## config.mk

```make
export PLATFORM = sky130hd
export DESIGN_NAME = infix_add_mul_evaluator
export DESIGN_NICKNAME = d
export VERILOG_FILES = /design/src/hdl/iame_pkg.sv /design/src/hdl/iame_datapath.sv /design/src/hdl/iame_controller.sv /design/src/hdl/infix_add_mul_evaluator.sv
export SDC_FILE = /design/constraint.sdc
export NUM_CORES = 2
export LEC_CHECK = 0
export BUFFER_PORTS_ARGS = -buffer_cell sky130_fd_sc_hd__buf_2
export CORE_MARGIN = 3
export CORE_UTILIZATION = 64
export DETAILED_ROUTE_END_ITERATION = 6
export PLACE_DENSITY = 0.85
export SYNTH_ARGS = -nofsm -noshare
export SYNTH_HDL_FRONTEND = slang
export SYNTH_HIERARCHICAL = 1
export SYNTH_SLANG_ARGS = --single-unit
```

## constraint.sdc

```tcl
create_clock -name clk_i -period 9.8 [get_ports clk_i]
set_clock_uncertainty 0.2 [all_clocks]
set_input_delay 2.94 -clock clk_i [delete_from_list [all_inputs] [get_ports clk_i]]
set_output_delay 2.94 -clock clk_i [all_outputs]
set_load 0.01 [all_outputs]
```

## src/hdl/iame_pkg.sv

```systemverilog
// ----------------------------------------------------------------------------
// iame_pkg
// Operator codes, controller states and the command and status bundles
// that join the controller and the datapath of the evaluator.
// ----------------------------------------------------------------------------
package iame_pkg;

  // Width of the operand and value ports.
  localparam int unsigned PORT_WIDTH = 64;

  // Operator codes carried on op_i.
  localparam logic [2:0] OP_PLUS   = 3'd0;
  localparam logic [2:0] OP_MINUS  = 3'd1;
  localparam logic [2:0] OP_TIMES  = 3'd2;
  localparam logic [2:0] OP_DIVIDE = 3'd3;
  localparam logic [2:0] OP_EQUALS = 3'd4;

  // Operator waiting to combine the product term with the next operand.
  typedef enum logic [1:0] {
    MD_NONE   = 2'd0,
    MD_TIMES  = 2'd1,
    MD_DIVIDE = 2'd2
  } md_e;

  // Controller states.
  typedef enum logic [2:0] {
    ST_IDLE  = 3'b001,
    ST_CALC  = 3'b010,
    ST_APPLY = 3'b100
  } state_e;

  // Commands from the controller to the datapath.
  typedef struct packed {
    logic load;   // Capture an accepted transaction and set up the iteration.
    logic step;   // Run one multiply or divide iteration.
    logic apply;  // Fold the finished term into the expression state.
  } ctl_cmd_t;

  // Status from the datapath to the controller.
  typedef struct packed {
    logic op_ok;       // op_i holds a defined operator.
    logic md_pending;  // A times or divide chain waits for the operand.
    logic calc_done;   // The current iteration is the last one.
    logic apply_ok;    // The result slot can take the apply.
  } ctl_sts_t;

endpackage

```

## src/hdl/iame_datapath.sv

```systemverilog
// ----------------------------------------------------------------------------
// iame_datapath
// Expression state, a shared shift-add multiplier and restoring divider
// working one bit per cycle, and the result register.
// ----------------------------------------------------------------------------
module iame_datapath import iame_pkg::*; #(
  parameter int unsigned VALUE_WIDTH = 64
) (
  input  logic                  clk_i,
  input  logic                  rst_ni,
  input  ctl_cmd_t              cmd_i,
  output ctl_sts_t              sts_o,
  input  logic [PORT_WIDTH-1:0] operand_i,
  input  logic [2:0]            op_i,
  output logic                  out_valid_o,
  input  logic                  out_stall_i,
  output logic [PORT_WIDTH-1:0] value_o,
  output logic                  divide_error_o
);

  localparam int unsigned W  = VALUE_WIDTH;
  localparam int unsigned CW = (W > 1) ? $clog2(W) : 1;

  // Expression state.
  logic [W-1:0] total_q, prod_q;
  md_e          pend_md_q;
  logic         pend_sub_q, err_q;

  // Captured transaction and iteration registers.
  logic [W-1:0]  x_q;
  logic [2:0]    op_q;
  logic [W-1:0]  acc_q;
  logic [W-1:0]  opnd_q, sh_q;
  logic [CW-1:0] cnt_q;
  logic          neg_q, dz_q;

  // Result register.
  logic [W-1:0] value_q;
  logic         derr_q, out_valid_q;

  logic [W-1:0] x, prod_mag, x_mag;
  logic [W:0]   rem_sh;
  logic [W-1:0] rem_sub;
  logic         rem_ge;
  logic [W-1:0] term_mag, term_val, sum;
  logic         term_neg, sub_eff, dz_div, out_free;

  assign x        = operand_i[W-1:0];
  assign prod_mag = prod_q[W-1] ? ({W{1'b0}} - prod_q) : prod_q;
  assign x_mag    = x[W-1] ? ({W{1'b0}} - x) : x;

  // One restoring division step on the shifted partial remainder.
  assign rem_sh  = {acc_q, sh_q[W-1]};
  assign rem_ge  = rem_sh >= {1'b0, opnd_q};
  assign rem_sub = rem_sh[W-1:0] - opnd_q;

  // Select the finished term as magnitude and sign.
  always_comb begin
    term_mag = x_q;
    term_neg = 1'b0;
    case (pend_md_q)
      MD_TIMES: term_mag = acc_q;
      MD_DIVIDE: begin
        term_mag = dz_q ? {W{1'b0}} : sh_q;
        term_neg = neg_q && !dz_q;
      end
      default: term_mag = x_q;
    endcase
  end

  assign dz_div   = (pend_md_q == MD_DIVIDE) && dz_q;
  assign term_val = term_neg ? ({W{1'b0}} - term_mag) : term_mag;
  assign sub_eff  = pend_sub_q ^ term_neg;
  assign sum      = sub_eff ? (total_q - term_mag) : (total_q + term_mag);
  assign out_free = !out_valid_q || !out_stall_i;

  // Status toward the controller.
  assign sts_o.op_ok      = op_i <= OP_EQUALS;
  assign sts_o.md_pending = (pend_md_q == MD_TIMES) || (pend_md_q == MD_DIVIDE);
  assign sts_o.calc_done  = cnt_q == '0;
  assign sts_o.apply_ok   = (op_q != OP_EQUALS) || out_free;

  // Capture the transaction and run the iterations.
  always_ff @(posedge clk_i) begin
    if (cmd_i.load) begin
      x_q   <= x;
      op_q  <= op_i;
      cnt_q <= CW'(W - 1);
      acc_q <= '0;
      neg_q <= prod_q[W-1] ^ x[W-1];
      dz_q  <= x == '0;
      if (pend_md_q == MD_DIVIDE) begin
        opnd_q <= x_mag;
        sh_q   <= prod_mag;
      end else begin
        opnd_q <= prod_q;
        sh_q   <= x;
      end
    end else if (cmd_i.step) begin
      cnt_q <= cnt_q - 1'b1;
      if (pend_md_q == MD_DIVIDE) begin
        acc_q <= rem_ge ? rem_sub : rem_sh[W-1:0];
        sh_q  <= {sh_q[W-2:0], rem_ge};
      end else begin
        if (sh_q[0]) begin
          acc_q <= acc_q + opnd_q;
        end
        opnd_q <= {opnd_q[W-2:0], 1'b0};
        sh_q   <= {1'b0, sh_q[W-1:1]};
      end
    end
  end

  // Expression state and result valid.
  always_ff @(posedge clk_i or negedge rst_ni) begin
    if (!rst_ni) begin
      total_q     <= '0;
      prod_q      <= '0;
      pend_md_q   <= MD_NONE;
      pend_sub_q  <= 1'b0;
      err_q       <= 1'b0;
      out_valid_q <= 1'b0;
    end else begin
      // A new result replaces one that leaves in the same cycle.
      if (cmd_i.apply && (op_q == OP_EQUALS)) begin
        out_valid_q <= 1'b1;
      end else if (out_valid_q && !out_stall_i) begin
        out_valid_q <= 1'b0;
      end
      if (cmd_i.apply) begin
        case (op_q) inside
          OP_TIMES, OP_DIVIDE: begin
            prod_q    <= term_val;
            pend_md_q <= (op_q == OP_TIMES) ? MD_TIMES : MD_DIVIDE;
            err_q     <= err_q | dz_div;
          end
          OP_EQUALS: begin
            total_q    <= '0;
            prod_q     <= '0;
            pend_md_q  <= MD_NONE;
            pend_sub_q <= 1'b0;
            err_q      <= 1'b0;
          end
          default: begin
            total_q    <= sum;
            prod_q     <= '0;
            pend_md_q  <= MD_NONE;
            pend_sub_q <= op_q == OP_MINUS;
            err_q      <= err_q | dz_div;
          end
        endcase
      end
    end
  end

  // Result payload.
  always_ff @(posedge clk_i) begin
    if (cmd_i.apply && (op_q == OP_EQUALS)) begin
      value_q <= sum;
      derr_q  <= err_q | dz_div;
    end
  end

  assign out_valid_o    = out_valid_q;
  assign value_o        = PORT_WIDTH'($signed(value_q));
  assign divide_error_o = derr_q;

endmodule

```

## src/hdl/iame_controller.sv

```systemverilog
// ----------------------------------------------------------------------------
// iame_controller
// Sequences one transaction: accept, iterate the multiply or divide unit
// when a chain is pending, then apply the term to the expression state.
// ----------------------------------------------------------------------------
module iame_controller import iame_pkg::*; (
  input  logic     clk_i,
  input  logic     rst_ni,
  input  logic     in_valid_i,
  output logic     in_stall_o,
  input  ctl_sts_t sts_i,
  output ctl_cmd_t cmd_o
);

  state_e state_q, state_d;
  logic   accept;

  assign in_stall_o = state_q != ST_IDLE;
  assign accept     = in_valid_i && (state_q == ST_IDLE) && sts_i.op_ok;

  // Next state and commands.
  always_comb begin
    state_d     = state_q;
    cmd_o.load  = 1'b0;
    cmd_o.step  = 1'b0;
    cmd_o.apply = 1'b0;
    unique case (state_q)
      ST_IDLE: begin
        if (accept) begin
          cmd_o.load = 1'b1;
          state_d    = sts_i.md_pending ? ST_CALC : ST_APPLY;
        end
      end
      ST_CALC: begin
        cmd_o.step = 1'b1;
        if (sts_i.calc_done) begin
          state_d = ST_APPLY;
        end
      end
      ST_APPLY: begin
        if (sts_i.apply_ok) begin
          cmd_o.apply = 1'b1;
          state_d     = ST_IDLE;
        end
      end
      default: state_d = ST_IDLE;
    endcase
  end

  // State register.
  always_ff @(posedge clk_i or negedge rst_ni) begin
    if (!rst_ni) begin
      state_q <= ST_IDLE;
    end else begin
      state_q <= state_d;
    end
  end

endmodule

```

## src/hdl/infix_add_mul_evaluator.sv

```systemverilog
// ----------------------------------------------------------------------------
// infix_add_mul_evaluator: streaming infix evaluator with times/divide precedence.
// A transaction is accepted, then iterated through the one-bit-per-cycle multiply/divide
// unit when a times or divide chain is pending, then applied to the expression state.
// Reset clears the expression state and the result valid flag asynchronously.
// ----------------------------------------------------------------------------
module infix_add_mul_evaluator import iame_pkg::*; #(
  parameter int unsigned VALUE_WIDTH = 64
) (
  input  logic                  clk_i,
  input  logic                  rst_ni,
  input  logic                  in_valid_i,
  output logic                  in_stall_o,
  input  logic [PORT_WIDTH-1:0] operand_i,
  input  logic [2:0]            op_i,
  output logic                  out_valid_o,
  input  logic                  out_stall_i,
  output logic [PORT_WIDTH-1:0] value_o,
  output logic                  divide_error_o
);

  ctl_cmd_t cmd;
  ctl_sts_t sts;

  // Sequencing.
  iame_controller u_controller (
    .clk_i      (clk_i),
    .rst_ni     (rst_ni),
    .in_valid_i (in_valid_i),
    .in_stall_o (in_stall_o),
    .sts_i      (sts),
    .cmd_o      (cmd)
  );

  // Arithmetic and state.
  iame_datapath #(
    .VALUE_WIDTH (VALUE_WIDTH)
  ) u_datapath (
    .clk_i          (clk_i),
    .rst_ni         (rst_ni),
    .cmd_i          (cmd),
    .sts_o          (sts),
    .operand_i      (operand_i),
    .op_i           (op_i),
    .out_valid_o    (out_valid_o),
    .out_stall_i    (out_stall_i),
    .value_o        (value_o),
    .divide_error_o (divide_error_o)
  );

endmodule

```

==> impl_metrics.py <==
metrics = {
    "outcome": {
        "run_status": "finished, final reports clean",
    },
    "sta": {
        "min_period_ns": 7.82,
        "setup-violations-final": 0,
        "worst_pin_slew_ns": 1.16,
        "slew_headroom": 0.224,
        "layout_setup_ws_ns": 1.98,
        "drv_slew": 0,
        "rsz0062_at_grt": "no",
        "period_share": 0.798,
        "fmax_mhz": 128,
        "setup_tns_ns": 0,
        "hold_viol_final": 0,
    },
    "placement": {
        "dp_slack_ns": 2.17,
        "hpwl_um": 86900,
        "io_buffers": 137,
        "globalplace.congestion": 0.992,
    },
    "clocking": {
        "clock_sinks": 468,
        "cts_buffer_depth": 3,
        "cts_max_level": 2,
        "cts_root_buffer": "clkbuf_16",
        "postCtsSetupBuffers": 0,
        "clk_latency_ns": 0.62,
        "path_clk_slew_ns": 0.06,
        "cts_tree": "done",
        "numCtsBuffers": 50,
        "cts_hold_buf": 0,
        "ctsResizeCount": 0,
    },
    "finish": {
        "multiInputGateArea_sq_um": 22800,
        "nNetsFinal": 4428,
        "fill_cells": 4484,
        "syn_to_final_growth_pct": 7.69,
        "drive_gt1_frac": 0.0950,
        "seq_area_sq_um": 12700,
    },
    "yosys": {
        "syn_area_per_cell_sq_um": 8.87,
        "synth_top_area_share": 0.212,
        "netlist_area_sq_um": 37000,
        "yosysWarnings": 6,
        "synth_nets": 4447,
        "yosys_most_used_dff": "edfxtp_1",
        "seq_area_frac_synth": 0.342,
        "synth-edff-count": 262,
        "ys_ff_latch": 468,
        "synth_cells": 4175,
        "yosysTopAreaCell": "edfxtp_1",
        "synth.distinct_cells": 88,
        "synthTopCellsByArea": "edfxtp_1, dfrtp_1, ha_1, xnor2_1, a21oi_1",
        "synth_commonest_cells": "nand2_1, a21oi_1, edfxtp_1, nor2_1, o21ai_0",
        "synthArstFlopShare": 0.291,
        "yosysMostFrequentCell": "nand2_1",
    },
    "global_routing": {
        "grt_overflow": 0,
        "grt_max_degree": 146,
        "antenna_found_initial": 21,
        "grt_pass1_vias": 32800,
        "grt_first_pass_wirelength_um": 179000,
        "groute.usage.overall": 0.373,
    },
    "detailed_routing": {
        "drcViolationCount": 0,
        "vias": 34500,
        "drtIter0Drc": 4134,
        "post_drt_wl_per_cell_um": 23.6,
        "drtAntennaViolNets": 0,
        "firstDrtPassIters": 6,
        "wl_um": 117000,
        "avgViaCountPerCell": 6.95,
    },
    "setup_path": {
        "critPathCaptureType": "flop",
        "crit_path_max_fanout": 90,
        "rrSetupSlack_ns": 1.98,
        "worst_ep_arrival_time_ns": 8.13,
        "rr_worst_depth": 24,
        "crit_type": "reg2reg",
        "crit_required_ns": 10.11,
        "timing.rr.end": "u_datapath/total_q[54]",
        "r2r_start": "u_datapath/pend_md_q[0]",
        "cp-start-kind": "flop",
    },
    "floorplanning": {
        "start_util": 0.652,
        "die_area_sq_um": 60800,
        "io_pins": 138,
        "rows": 87,
        "coreArea_sq_um": 56800,
        "dieHeight_um": 247,
        "die_x_um": 247,
    },
    "min_path": {
        "min_to": "u_datapath/err_q",
        "hold_class": "reg2reg",
        "min_path_cells": 2,
        "worstHoldStart": "u_datapath/err_q",
    },
    "pwr": {
        "peakVddDrop_v": 0.000346,
        "powerDensity_nw_per_um2": 385,
        "p_leak_nw": 15.8,
    },
    "job": {
        "drv_cap": 0,
    },
}
-- layout make-up --
cell class / count / share of cell area
tap: 756 / 0.0237
inverter: 200 / 0.0188
timing repair buffer: 177 / 0.0255
clock inverter: 25 / 0.00759
multi-input combinational: 3259 / 0.571
sequential: 468 / 0.318
clock buffer: 69 / 0.0352
antenna: 13 / 0.000815
-- critical path: stages, from the launching register on --
cell,delay (ns)
dfrtp_1,0.38
inv_1,0.19
ha_4,0.29
buf_4,0.38
a221o_1,0.45
a22oi_1,0.26
o2111ai_1,0.33
nor2_1,0.53
nand2_1,0.31
nor2_1,0.29
and3_1,0.27
nor2_1,0.08
xnor2_1,0.16
ha_1,0.39
a21o_1,0.14
a21o_1,0.11
a21o_1,0.13
a21o_1,0.13
a41oi_1,0.17
o221ai_1,0.53
o21ai_0,0.40
o41ai_1,0.95
a21boi_0,0.24
xnor2_1,0.21
a31o_2,0.21
-- where the power goes --
group | internal (mW) | switching [mW] | total (mW)
combinational | 3.72 | 6.05 | 9.77
sequential | 3.00 | 0.602 | 3.60
clock | 1.17 | 0.840 | 2.01
total | 7.88 | 7.49 | 15.4
-- through the flow --
stage	hold slack [ns]	std cells	cell area [sq um]	total power, mW	util
floorplan	0.248	4175	37000	10.7	-
global placement	0.262	4860	38200	12.9	0.671
detailed placement	0.287	4860	38200	13.0	0.671
CTS	0.300	4954	39900	15.1	0.701
global route	0.322	4960	39900	16.3	0.702
finish	0.294	4967	39900	15.4	0.702
-- logic make-up after synthesis --
| logic type | Yosys count | synth area share |
|---|---|---|
| adders and majority gates | 201 | 0.0685 |
| xor gates and xnor gates | 421 | 0.0995 |
| AOI/OAI and AO/OA | 1392 | 0.248 |
| muxes | 84 | 0.0439 |
| and+or+nand+nor | 1161 | 0.152 |
| DFF | 468 | 0.342 |
| buffers and inverters | 448 | 0.0456 |
-- worst max-delay path by stage --
stage / start / endpoint
floorplan: u_datapath/pend_md_q[0] / u_datapath/total_q[54]
global placement: operand_i[5] / u_datapath/opnd_q[59]
detailed placement: u_datapath/pend_md_q[0] / u_datapath/total_q[54]
CTS: u_datapath/pend_md_q[0] / u_datapath/total_q[54]
global route: u_datapath/pend_md_q[0] / u_datapath/total_q[54]
finish: u_datapath/pend_md_q[0] / u_datapath/total_q[54]
-- sequential cells by signal (all words and copies together), names as in the netlist --
register,count
u_controller/state_q,3
u_datapath/acc_q,64
u_datapath/cnt_q,6
u_datapath/divide_error_o,1
u_datapath/dz_q,1
u_datapath/err_q,1
u_datapath/neg_q,1
u_datapath/op_q,3
u_datapath/opnd_q,64
u_datapath/out_valid_o,1
u_datapath/pend_md_q,2
u_datapath/pend_sub_q,1
u_datapath/prod_q,64
u_datapath/sh_q,64
u_datapath/total_q,64
u_datapath/value_o,64
u_datapath/x_q,64
-- routing by layer --
| metal | GRT usage | routed length, um | vias to the layer above |
|---|---|---|---|
| met5 | 0 | 90 | - |
| met4 | 0.232 | 8710 | 14 |
| met3 | 0.0649 | 10600 | 547 |
| met2 | 0.609 | 54300 | 2039 |
| met1 | 0.462 | 43600 | 16400 |
| li1 | - | - | 15600 |
-- cells in the final DEF, fill, tap and decap left out, types with 78 or more instances in the layout --
cell type    n
nand2_1    405
a21oi_1    329
edfxtp_1   262
nor2_1     256
o21ai_0    253
xnor2_1    245
inv_1      198
ha_1       195
xor2_1     174
buf_2      136
dfrtp_1    134
a21o_1     117
o211ai_1    78
No activity file was read; power rests on OpenSTA's default activity.
